**config.mk**
```make
export PLATFORM = sky130hd
export DESIGN_NAME = button_debounce_long_press
export DESIGN_NICKNAME = d
export VERILOG_FILES = /design/src/rtl/bdlp_pkg.sv /design/src/rtl/bdlp_ctrl.sv /design/src/rtl/bdlp_datapath.sv /design/src/rtl/button_debounce_long_press.sv
export SDC_FILE = /design/constraint.sdc
export NUM_CORES = 1
export LEC_CHECK = 0
export BUFFER_PORTS_ARGS = -buffer_cell sky130_fd_sc_hd__buf_2
export CAP_MARGIN = 20
export CELL_PAD_IN_SITES_DETAIL_PLACEMENT = 0
export CELL_PAD_IN_SITES_GLOBAL_PLACEMENT = 1
export CORE_MARGIN = 2
export CORE_UTILIZATION = 35
export CTS_BUF_LIST = sky130_fd_sc_hd__clkbuf_8
export DETAILED_ROUTE_END_ITERATION = 6
export PLACE_DENSITY = 0.62
export SYNTH_ARGS = -nofsm -noshare
export SYNTH_HDL_FRONTEND = slang
export SYNTH_SLANG_ARGS = --single-unit
export TNS_END_PERCENT = 5
```
**constraint.sdc**
```tcl
create_clock -name clk -period 3.7 [get_ports clk]
set_input_delay 0 -clock clk [delete_from_list [all_inputs] [get_ports clk]]
set_output_delay 0 -clock clk [all_outputs]
set_load 0.01 [all_outputs]
```
**src/rtl/bdlp_pkg.sv**
```systemverilog
// Shared constants, codes and controller/datapath interface types for the button debouncer.
package bdlp_pkg;

  localparam int KEY_COUNT   = 3;
  localparam int QUEUE_DEPTH = 16;

  localparam int KEY_IDX_W = (KEY_COUNT > 1) ? $clog2(KEY_COUNT) : 1;
  localparam int PTR_W     = (QUEUE_DEPTH > 1) ? $clog2(QUEUE_DEPTH) : 1;

  localparam int MODE_W   = 2;
  localparam int KEY_W    = 2;
  localparam int LEVELS_W = 3;
  localparam int CODE_W   = 5;
  localparam int LEVEL_W  = 4;
  localparam int DROP_W   = 2;
  localparam int CFG_W    = 8;
  localparam int CIDX_W   = 2;

  // input modes
  localparam logic [MODE_W-1:0] MODE_PRESS = 2'd0;
  localparam logic [MODE_W-1:0] MODE_TICK  = 2'd1;
  localparam logic [MODE_W-1:0] MODE_POP   = 2'd2;
  localparam logic [MODE_W-1:0] MODE_CLEAR = 2'd3;

  // per-key debounce states
  localparam logic [1:0] KS_UP      = 2'd0;
  localparam logic [1:0] KS_DOWN    = 2'd1;
  localparam logic [1:0] KS_PENDING = 2'd2;

  // configuration register indexes
  localparam logic [CIDX_W-1:0] REG_HOLD_THRESHOLD = 2'd0;
  localparam logic [CIDX_W-1:0] REG_SHORT_DELAY    = 2'd1;
  localparam logic [CIDX_W-1:0] REG_LONG_DELAY     = 2'd2;

  localparam logic [CFG_W-1:0]  HOLD_THRESHOLD_RST = 8'd30;
  localparam logic [CFG_W-1:0]  SHORT_DELAY_RST    = 8'd1;
  localparam logic [CFG_W-1:0]  LONG_DELAY_RST     = 8'd10;
  localparam logic [CODE_W-1:0] LONG_FLAG          = 5'h10;
  localparam logic [7:0]        HOLD_MAX           = 8'd255;

  typedef struct packed {
    logic                 capture;   // latch the new transaction
    logic                 exec;      // run a press, pop or clear
    logic                 key_step;  // evaluate one key on a tick
    logic [KEY_IDX_W-1:0] key_idx;
  } bdlp_cmd_t;

  typedef struct packed {
    logic [MODE_W-1:0] mode;
  } bdlp_stat_t;

endpackage

```
**src/rtl/bdlp_ctrl.sv**
```systemverilog
// Sequencing controller: accept, execute or walk the keys, then strobe the result.
module bdlp_ctrl (
  input  logic                clk,
  input  logic                rst,
  input  logic                start,
  input  bdlp_pkg::bdlp_stat_t stat,
  output bdlp_pkg::bdlp_cmd_t  cmd,
  output logic                busy,
  output logic                done
);
  import bdlp_pkg::*;

  localparam logic [1:0] S_IDLE = 2'd0;
  localparam logic [1:0] S_EXEC = 2'd1;
  localparam logic [1:0] S_KEY  = 2'd2;
  localparam logic [1:0] S_OUT  = 2'd3;

  logic [1:0]           state, state_next;
  logic [KEY_IDX_W-1:0] key_idx, key_idx_next;

  always_ff @(posedge clk) begin
    if (rst) begin
      state   <= S_IDLE;
      key_idx <= '0;
    end else begin
      state   <= state_next;
      key_idx <= key_idx_next;
    end
  end

  always_comb begin
    state_next   = state;
    key_idx_next = key_idx;
    cmd          = '0;
    cmd.key_idx  = key_idx;
    busy         = 1'b1;
    done         = 1'b0;
    case (state)
      S_IDLE: begin
        busy = 1'b0;
        if (start) begin
          cmd.capture = 1'b1;
          state_next  = S_EXEC;
        end
      end
      S_EXEC: begin
        if (stat.mode == MODE_TICK) begin
          key_idx_next = '0;
          state_next   = S_KEY;
        end else begin
          cmd.exec   = 1'b1;
          state_next = S_OUT;
        end
      end
      S_KEY: begin
        cmd.key_step = 1'b1;
        if (key_idx == KEY_IDX_W'(KEY_COUNT - 1)) begin
          state_next = S_OUT;
        end else begin
          key_idx_next = key_idx + 1'b1;
        end
      end
      S_OUT: begin
        done       = 1'b1;
        state_next = S_IDLE;
      end
      default: state_next = S_IDLE;
    endcase
  end

endmodule

```
**src/rtl/bdlp_datapath.sv**
```systemverilog
// Datapath: configuration, per-key debounce timers, event ring and result registers.
module bdlp_datapath (
  input  logic                          clk,
  input  logic                          rst,
  input  bdlp_pkg::bdlp_cmd_t           cmd,
  output bdlp_pkg::bdlp_stat_t          stat,
  input  logic [bdlp_pkg::MODE_W-1:0]   mode,
  input  logic [bdlp_pkg::KEY_W-1:0]    key,
  input  logic [bdlp_pkg::LEVELS_W-1:0] levels,
  input  logic                          cfg_we,
  input  logic [bdlp_pkg::CIDX_W-1:0]   cfg_index,
  input  logic [bdlp_pkg::CFG_W-1:0]    cfg_data,
  output logic [bdlp_pkg::CODE_W-1:0]   popped_code,
  output logic                          popped_valid,
  output logic [bdlp_pkg::LEVEL_W-1:0]  fifo_level,
  output logic [bdlp_pkg::DROP_W-1:0]   dropped
);
  import bdlp_pkg::*;

  // configuration
  logic [CFG_W-1:0] hold_threshold, short_delay, long_delay;

  // latched transaction
  logic [MODE_W-1:0]   mode_q;
  logic [KEY_W-1:0]    key_q;
  logic [LEVELS_W-1:0] levels_q;

  // per-key state
  logic [1:0] key_state  [KEY_COUNT];
  logic       armed      [KEY_COUNT];
  logic [7:0] countdown  [KEY_COUNT];
  logic [7:0] hold_count [KEY_COUNT];

  // event ring
  logic [CODE_W-1:0] ring [QUEUE_DEPTH];
  logic [PTR_W-1:0]  head, tail;
  logic [CODE_W-1:0] rd_data;
  logic              pop_hit;
  logic [DROP_W-1:0] drops;

  function automatic logic [PTR_W-1:0] ring_next(input logic [PTR_W-1:0] p);
    return (p == PTR_W'(QUEUE_DEPTH - 1)) ? '0 : p + 1'b1;
  endfunction

  // one key evaluated per step
  logic [KEY_IDX_W-1:0] ki;
  logic                 k_expire, k_down, push_req;
  logic [CODE_W-1:0]    push_code, ev_code;
  logic                 ring_full;
  logic                 press_ok;
  logic [KEY_IDX_W-1:0] pk;

  assign ki        = cmd.key_idx;
  assign ev_code   = CODE_W'(ki) + 1'b1;
  assign k_expire  = armed[ki] && !(countdown[ki] > 8'd1);
  assign k_down    = (32'(ki) < LEVELS_W) ? levels_q[ki] : 1'b0;
  assign ring_full = (ring_next(head) == tail);
  assign pk        = key_q[KEY_IDX_W-1:0];
  assign press_ok  = (32'(key_q) < KEY_COUNT) && (key_state[pk] == KS_UP);

  always_comb begin
    push_req  = 1'b0;
    push_code = ev_code;
    if (cmd.key_step && k_expire) begin
      if (k_down) begin
        push_code = ev_code | LONG_FLAG;
        push_req  = (key_state[ki] != KS_PENDING) && (hold_count[ki] == hold_threshold)
                    && (hold_threshold != HOLD_MAX);
      end else begin
        push_req = (hold_count[ki] <= hold_threshold);
      end
    end
  end

  assign stat.mode = mode_q;

  always_ff @(posedge clk) begin
    if (rst) begin
      hold_threshold <= HOLD_THRESHOLD_RST;
      short_delay    <= SHORT_DELAY_RST;
      long_delay     <= LONG_DELAY_RST;
    end else if (cfg_we) begin
      case (cfg_index)
        REG_HOLD_THRESHOLD: hold_threshold <= cfg_data;
        REG_SHORT_DELAY:    short_delay    <= cfg_data;
        REG_LONG_DELAY:     long_delay     <= cfg_data;
        default: ;
      endcase
    end
  end

  always_ff @(posedge clk) begin
    if (cmd.capture) begin
      mode_q   <= mode;
      key_q    <= key;
      levels_q <= levels;
    end
  end

  // key state machine per key
  always_ff @(posedge clk) begin
    if (rst) begin
      for (int i = 0; i < KEY_COUNT; i++) begin
        key_state[i]  <= KS_UP;
        armed[i]      <= 1'b0;
        countdown[i]  <= '0;
        hold_count[i] <= '0;
      end
    end else if (cmd.exec && mode_q == MODE_PRESS) begin
      if (press_ok) begin
        key_state[pk] <= KS_PENDING;
        armed[pk]     <= 1'b1;
        countdown[pk] <= short_delay;
      end
    end else if (cmd.key_step && armed[ki]) begin
      if (!k_expire) begin
        countdown[ki] <= countdown[ki] - 1'b1;
      end else if (k_down) begin
        key_state[ki] <= KS_DOWN;
        if (hold_count[ki] != HOLD_MAX) hold_count[ki] <= hold_count[ki] + 1'b1;
        countdown[ki] <= long_delay;
      end else begin
        key_state[ki]  <= KS_UP;
        hold_count[ki] <= '0;
        armed[ki]      <= 1'b0;
        countdown[ki]  <= '0;
      end
    end
  end

  // ring pointers, pop flag and drop count
  always_ff @(posedge clk) begin
    if (rst) begin
      head    <= '0;
      tail    <= '0;
      pop_hit <= 1'b0;
      drops   <= '0;
    end else if (cmd.capture) begin
      pop_hit <= 1'b0;
      drops   <= '0;
    end else if (cmd.exec && mode_q == MODE_CLEAR) begin
      head <= '0;
      tail <= '0;
    end else if (cmd.exec && mode_q == MODE_POP) begin
      if (head != tail) begin
        pop_hit <= 1'b1;
        tail    <= ring_next(tail);
      end
    end else if (push_req) begin
      if (ring_full) begin
        if (drops != '1) drops <= drops + 1'b1;
      end else begin
        head <= ring_next(head);
      end
    end
  end

  // ring storage, registered read
  always_ff @(posedge clk) begin
    if (push_req && !ring_full) ring[head] <= push_code;
  end

  always_ff @(posedge clk) begin
    if (cmd.exec && mode_q == MODE_POP) rd_data <= ring[tail];
  end

  logic [PTR_W:0] lvl;
  assign lvl = (head >= tail) ? {1'b0, head} - {1'b0, tail}
                              : {1'b0, head} + (PTR_W+1)'(QUEUE_DEPTH) - {1'b0, tail};

  assign popped_code  = pop_hit ? rd_data : '0;
  assign popped_valid = pop_hit;
  assign fifo_level   = LEVEL_W'(lvl);
  assign dropped      = drops;

endmodule

```
**src/rtl/button_debounce_long_press.sv**
```systemverilog
// Top level of the three-button debouncer with long-press detection and event queue.
//
// Usage: a transaction is taken when start is high and busy is low. For a press
// edge, pop or clear, the controller passes the execute state and then raises
// done in the output state. For a tick, it walks every key in the key state
// before the output state. A tick takes longer because the keys are evaluated
// one per cycle, so that their queue pushes happen in key order through the
// single write port of the event ring. The next transaction can be accepted
// in the cycle after done. The result (popped_code, popped_valid, fifo_level,
// dropped) is valid in the single cycle that done is high and is held until
// the next transaction is accepted; the receiver cannot stall it. busy stays
// high from acceptance through the done cycle. Configuration writes are always
// accepted (cfg_ready is tied high) and should only be issued while idle.
// The ring holds at most QUEUE_DEPTH-1 events; pushes into a full ring are
// discarded and counted in dropped.
module button_debounce_long_press (
  input  logic                          clk,
  input  logic                          rst,
  // command transaction
  input  logic                          start,
  output logic                          busy,
  input  logic [bdlp_pkg::MODE_W-1:0]   mode,
  input  logic [bdlp_pkg::KEY_W-1:0]    key,
  input  logic [bdlp_pkg::LEVELS_W-1:0] levels,
  // result strobe and payload
  output logic                          done,
  output logic [bdlp_pkg::CODE_W-1:0]   popped_code,
  output logic                          popped_valid,
  output logic [bdlp_pkg::LEVEL_W-1:0]  fifo_level,
  output logic [bdlp_pkg::DROP_W-1:0]   dropped,
  // configuration write channel
  input  logic                          cfg_valid,
  output logic                          cfg_ready,
  input  logic [bdlp_pkg::CIDX_W-1:0]   cfg_index,
  input  logic [bdlp_pkg::CFG_W-1:0]    cfg_data
);
  import bdlp_pkg::*;

  bdlp_cmd_t  cmd;
  bdlp_stat_t stat;

  // register writes are always accepted, so ready is tied high
  assign cfg_ready = 1'b1;

  bdlp_ctrl u_ctrl (
    .clk   (clk),
    .rst   (rst),
    .start (start),
    .stat  (stat),
    .cmd   (cmd),
    .busy  (busy),
    .done  (done)
  );

  bdlp_datapath u_dp (
    .clk          (clk),
    .rst          (rst),
    .cmd          (cmd),
    .stat         (stat),
    .mode         (mode),
    .key          (key),
    .levels       (levels),
    .cfg_we       (cfg_valid & cfg_ready),
    .cfg_index    (cfg_index),
    .cfg_data     (cfg_data),
    .popped_code  (popped_code),
    .popped_valid (popped_valid),
    .fifo_level   (fifo_level),
    .dropped      (dropped)
  );

endmodule
```
==> After elaboration in Yosys (flattened, before gate mapping) <==
Memory sizes are Yosys's and may differ from the RTL's. A register that Yosys moved wholly into a read port is not among the register bits.
Cells that the tools add are included.
Widths: inputs -> output; s select.
{ "totals": {"register_bits": 46, "latch_bits": 0, "ramBits": 137, "mem_bits_ro": 0, "input_bits": 21, "output_inout_bits": 15, "wordCells": 199, "n_memories": 5} }
{ "classes": {"n_addsub": 10, "n_mul": 0, "div": 0, "order_cmp": 6, "eq_ne": 24, "n_shift": 0, "n_mux": 98, "bitwise_logic": 7, "n_reduce_logical": 37} }
{ "mem_list": {"columns": ["name", "words", "width", "rd", "rd_ports_with_merged_regs", "wr", "line_no", "text"], "rows": [
  ["u_dp.ring", 16, 5, 1, 1, 1, "bdlp_datapath.sv:35", "logic [CODE_W-1:0] ring [QUEUE_DEPTH];"],
  ["u_dp.countdown", 3, 8, 1, 1, 3, "bdlp_datapath.sv:31", "logic [7:0] countdown [KEY_COUNT];"],
  ["u_dp.hold_count", 3, 8, 1, 1, 3, "bdlp_datapath.sv:32", "logic [7:0] hold_count [KEY_COUNT];"],
  ["u_dp.key_state", 3, 2, 2, 2, 3, "bdlp_datapath.sv:29", "logic [1:0] key_state [KEY_COUNT];"],
  ["u_dp.armed", 3, 1, 1, 1, 3, "bdlp_datapath.sv:30", "logic armed [KEY_COUNT];"]
]} }
{ "op_table": {"columns": ["op", "count"], "rows": [
  ["$mux 1", 53],
  ["$mux 8", 6],
  ["$mux 2", 23],
  ["$mux 4", 10],
  ["$reduce_or 8->1", 3],
  ["$ne 8x8->1 const B", 2],
  ["$mux 5", 3],
  ["$add 4x1->4 const B", 3],
  ["$eq 2x2->1 const B", 6],
  ["$logic_and 1x1->1", 10],
  ["$ne 2x2->1 const B", 5],
  ["$reduce_and 3->1", 3],
  ["$add 8x1->8 const B", 1],
  ["$eq 4x4->1 const B", 2],
  ["$eq 8x8->1", 1],
  ["$gt 8x1->1 const B", 1],
  ["$le 8x8->1", 1],
  ["$logic_not 2->1", 4],
  ["$pmux 2 s4", 1],
  ["$reduce_and 2->1", 4],
  ["$reduce_bool 2->1", 4],
  ["$sub 4x4->4", 2],
  ["$sub 8x1->8 const B", 1],
  ["$eq 2x1->1 const B", 3],
  ["other kinds (17)", 30]
]} }

==> Longest topological paths before layout <==
{ "depth": {"depth_word": 13, "depth_mapped": 14, "depth_no_buf": 12} }

==> Hierarchy <==
From an unflattened synthesis, not the netlist that was laid out.
{ "unflattened": {"cells_unflattened": 731, "area_unflattened_um2": 9285.2} }
{ "modules_own_cells": {"columns": ["mod", "instances", "cells_each", "area_each_um2", "seq_area_each_um2"], "rows": [
  ["bdlp_datapath", 1, 689, 8939.8, 5275.1],
  ["bdlp_ctrl", 1, 40, 334.1, 80.1],
  ["button_debounce_long_press", 1, 2, 11.3, 0.0]
]} }

==> Least setup slack after synthesis <==
No wires, ideal clock.
{ "synth_timing": {"path_type": "register to register", "from": "register with a tool-made name", "to": "memory u_dp.ring[0][0] (enable)", "setup_ns": 0.361, "t_arrival_ns": 3.288, "setup_slack_ns": 0.051, "stages_incl_launch_ff": 13, "n_path_buf": 3, "period_less_slack_ns": 3.649, "cell_sequence": "dfxtp_1 > buf_1 > clkbuf_1 > mux4_2 > inv_1 > ha_1 > o21ai_0 > o22a_1 > nor4b_4 > and3b_1 > buf_4 > nand2_1 > nor3_1"} }
{ "synth_lines": {"columns": ["element", "line_no"], "rows": [
  ["end, declared", "bdlp_datapath.sv:35"]
]} }

==> impl_metrics.sql <==
INSERT INTO impl_metrics (metric_group, metric, value, unit) VALUES
('synth', 'post_synth_fa_ha_maj_area_fraction', '4.18', '%'),
('setup_path', 'cp_max_fo', '24', ''),
('clock_network', 'ctsRootBufferMaster', 'sky130_fd_sc_hd__clkbuf_8', ''),
('detailed_routing', 'drcViolationCount', '0', ''),
('synth', 'synth_nets', '787', ''),
('global_route', 'globalRouteTotalUtil', '15.8', '%'),
('synth', 'synth_ff_type', 'sky130_fd_sc_hd__edfxtp_1', ''),
('detailed_routing', 'firstDrtPassIters', '5', ''),
('run_status', 'status', 'complete, no violations', ''),
('synth', 'synth-edff-count', '151', ''),
('floorplanning', 'core_region_area', '25900', 'µm²'),
('final_layout', 'fin_nets', '846', ''),
('global_route', 'globalRoute.totalOverflow', '0', ''),
('synth', 'yosys-top-cells-area', 'sky130_fd_sc_hd__edfxtp_1 (49%), sky130_fd_sc_hd__dfxtp_1 (9.4%), sky130_fd_sc_hd__mux4_2 (8.8%)', ''),
('timing', 'hold_viol_final', '0', ''),
('synth', 'synthCells', '736', ''),
('floorplanning', 'vertical_die_dimension', '166', 'µm'),
('clock_network', 'htree_levels', '4', ''),
('power_and_ir_drop', 'power_density', '458', 'nW/µm²'),
('clock_network', 'clockBufferDepth', '2', ''),
('timing', 'timing.final.crit_share', '91.9', '%'),
('timing', 'final-setup-viol-count', '0', ''),
('clock_network', 'cts_sinks', '194', ''),
('setup_path', 'r2r_path_end', 'u_dp.ring[3][4]', ''),
('synth', 'yosys.area_share.xor_xnor', '1.82', '%'),
('timing', 'timing_worst_slew_pin_value', '0.764', 'ns'),
('synth', 'synth.mux.area_fraction', '11.4', '%'),
('final_layout', 'post-route-cell-area', '10400', 'µm²'),
('setup_path', 'reg2reg_path_depth', '11', ''),
('clock_network', 'clkSlewWorstSetupHoldPaths', '0.12', 'ns'),
('placement', 'buffer_ports.inserted', '33', ''),
('setup_path', 'regToRegSetupSlack', '0.30', 'ns'),
('synth', 'yosys_warnings', '0', ''),
('placement', 'detailed_placer_s_ending_hpwl', '15.3', 'mm'),
('clock_network', 'clkLatencyLatePin', '0.48', 'ns'),
('synth', 'synthArstFlopShare', '0', '%'),
('setup_path', 'start_kind', 'register', ''),
('final_layout', 'postLayoutCoreUtil', '40.2', '%'),
('global_route', 'antenna_violations_before_repair', '0', ''),
('min_path', 'worstHoldPathType', 'in2reg', ''),
('final_layout', 'antenna_cells', '0', ''),
('synth', 'synth-seq-area-share', '58.9', '%'),
('synth', 'leading_area_contributor_after_synthesis', 'sky130_fd_sc_hd__edfxtp_1', ''),
('timing', 'finalClockSkew', '0.0216', 'ns'),
('placement', 'place.gp.congestion', '0.848', ''),
('floorplanning', 'rows', '59', ''),
('clock_network', 'numCtsBuffers', '17', ''),
('final_layout', 'drive_above_1_share', '17.1', '%'),
('setup_path', 'setup.worst_path.class', 'reg2reg', ''),
('timing', 'finalSetupTns', '0', 'ns'),
('setup_path', 'worst_setup_path_end_kind', 'register', ''),
('clock_network', 'cts_tree', 'built', ''),
('floorplanning', 'initial_core_util', '35.4', '%'),
('power_and_ir_drop', 'leakage', '3.82', 'nW'),
('flow_run', 'max_cap_viol_count', '0', ''),
('placement', 'placedInstanceArea', '9800', 'µm²'),
('timing', 'grt_setup_unrepaired', 'no', ''),
('timing', 'worst_slew_margin', '49.1', '%'),
('setup_path', 'worst-endpoint-arrival', '3.53', 'ns'),
('floorplanning', 'ios', '36', ''),
('synth', 'synth_compound_gate_area_share', '6.55', '%'),
('timing', 'max_freq', '294', 'MHz'),
('timing', 'number_of_pins_exceeding_their_max_slew_limit_in_the_final_report', '0', ''),
('timing', 'finalCriticalPeriod', '3.40', 'ns'),
('global_route', 'grt_pass1_wl', '33.7', 'mm'),
('synth', 'synth_simple_gate_area_share', '13.6', '%'),
('detailed_routing', 'drt-wirelength-per-cell', '18.6', 'µm'),
('final_layout', 'area_growth', '13.6', '%'),
('floorplanning', 'die_width', '166', 'µm'),
('synth', 'synth_top_family_by_area', 'simple AND/OR/NAND/NOR gates', ''),
('detailed_routing', 'vias', '5919', '');
[flip-flops by register name, indices dropped and copies added, names as in the netlist, named ones only]
| register | cells |
|---|---|
| u_dp.ring | 64 |
| u_dp.countdown | 32 |
| u_dp.hold_count | 32 |
| u_dp.hold_threshold | 8 |
| u_dp.key_state | 8 |
| u_dp.long_delay | 8 |
| u_dp.short_delay | 8 |
| u_dp.armed | 4 |
| u_dp.head | 4 |
| u_dp.rd_data | 4 |
| u_dp.tail | 4 |
| u_dp.levels_q | 3 |
| u_ctrl.key_idx | 2 |
| u_ctrl.state | 2 |
| u_dp.dropped | 2 |
| u_dp.key_q | 2 |
| u_dp.stat | 2 |
| u_dp.popped_valid | 1 |
[power by group]
group	internal, mW	total, mW	leakage, nW	switching (mW)
Sequential	2.45	2.50	1.79	0.0532
Clock	0.537	1.44	0.212	0.906
Combinational	0.319	0.825	1.82	0.507
Total	3.30	4.77	3.82	1.47
[final cells by class]
cell class	instances	area, µm²
multi-input combinational	463	3470
tap	335	419
clock inverter	15	200
fill	2434	15500
sequential	194	5400
clock buffer	17	234
timing repair buffer	71	515
inverter	48	180
[cell families after synthesis]
logic type      after synthesis
flops                       194
buf+inv                      79
other cells                   2
fa+ha+maj                    30
xor+xnor                     19
mux                          59
simple gates                262
compound gates               91
[worst max-delay path: stages, from the launching register on]
cell and delay [ns]:
sky130_fd_sc_hd__dfxtp_1 0.37, sky130_fd_sc_hd__buf_12 0.22, sky130_fd_sc_hd__mux4_2 0.57, sky130_fd_sc_hd__inv_1 0.08, sky130_fd_sc_hd__ha_1 0.15, sky130_fd_sc_hd__buf_4 0.13, sky130_fd_sc_hd__o21bai_1 0.08, sky130_fd_sc_hd__o22a_1 0.24
sky130_fd_sc_hd__nor4b_4 0.32, sky130_fd_sc_hd__and3b_1 0.36, sky130_fd_sc_hd__nand2_4 0.11, sky130_fd_sc_hd__nor3_1 0.42
[metal layers]
layer,GRT usage [%],share of wire (%),vias to the layer above
li1,-,-,2822
met1,22.6,49,2945
met2,24.9,46,135
met3,2.76,3.6,17
met4,4.08,1.1,0
met5,0,0,-
[stage by stage]
| stage | power [mW] | worst slack (ns) | hold slack (ns) |
|---|---|---|---|
| after floorplan | 3.11 | 0.0505 | 0.0989 |
| after global placement | 3.36 | 0.264 | 0.181 |
| after detailed placement | 3.37 | 0.148 | 0.178 |
| after CTS | 4.82 | 0.145 | 0.0328 |
| after global routing | 4.99 | 0.0463 | 0.0835 |
| final | 4.77 | 0.300 | 0.0634 |
[cells in the final DEF (no fill, tap or decap), types with 4 or more instances in the layout]
master                            n
sky130_fd_sc_hd__a211o_1          8
sky130_fd_sc_hd__ha_1            29
sky130_fd_sc_hd__buf_2           33
sky130_fd_sc_hd__nor2_1         123
sky130_fd_sc_hd__o21ai_0         24
sky130_fd_sc_hd__nand2_1         44
sky130_fd_sc_hd__xor2_1           8
sky130_fd_sc_hd__mux2i_1         18
sky130_fd_sc_hd__mux4_2          36
sky130_fd_sc_hd__clkinv_8         6
sky130_fd_sc_hd__nand3_1         11
sky130_fd_sc_hd__nor3b_1          6
sky130_fd_sc_hd__inv_8            4
sky130_fd_sc_hd__mux2_2           5
sky130_fd_sc_hd__a22o_1           4
sky130_fd_sc_hd__dlygate4sd3_1   16
sky130_fd_sc_hd__or3_1            6
sky130_fd_sc_hd__a21oi_1         20
sky130_fd_sc_hd__nand4_1          8
sky130_fd_sc_hd__and3_1           4
sky130_fd_sc_hd__nand2b_1         8
sky130_fd_sc_hd__inv_1           45
sky130_fd_sc_hd__xnor2_1         11
sky130_fd_sc_hd__dfxtp_1         43
sky130_fd_sc_hd__buf_4           20
sky130_fd_sc_hd__o211ai_1         5
sky130_fd_sc_hd__clkbuf_8        17
sky130_fd_sc_hd__and2_1          11
sky130_fd_sc_hd__edfxtp_1       151
sky130_fd_sc_hd__o22ai_1          4
sky130_fd_sc_hd__nor3_1          15
[how the worst min path moves through the flow]
stage                     slack [ns]                endpoint    startpoint  cells past startpoint
after floorplan                  0.1           u_dp.key_q[0]        key[0]                      0
after global placement          0.18            u_dp.stat[1]       mode[1]                      1
after detailed placement        0.18            u_dp.stat[1]       mode[1]                      1
after CTS                       0.03  u_dp.hold_threshold[2]  cfg_index[0]                      5
after global routing            0.08  u_dp.hold_threshold[2]  cfg_index[1]                      5
final                           0.06  u_dp.hold_threshold[3]  cfg_index[1]                      5
[what timing repair did]
action | CTS | global route
resized for setup | 0 | 3
endpoints found under the setup margin | 0 | 12
endpoints found under the hold margin | 35 | 0
hold buffers | 16 | 0
Note: power is estimated with default switching activity, not from simulation.
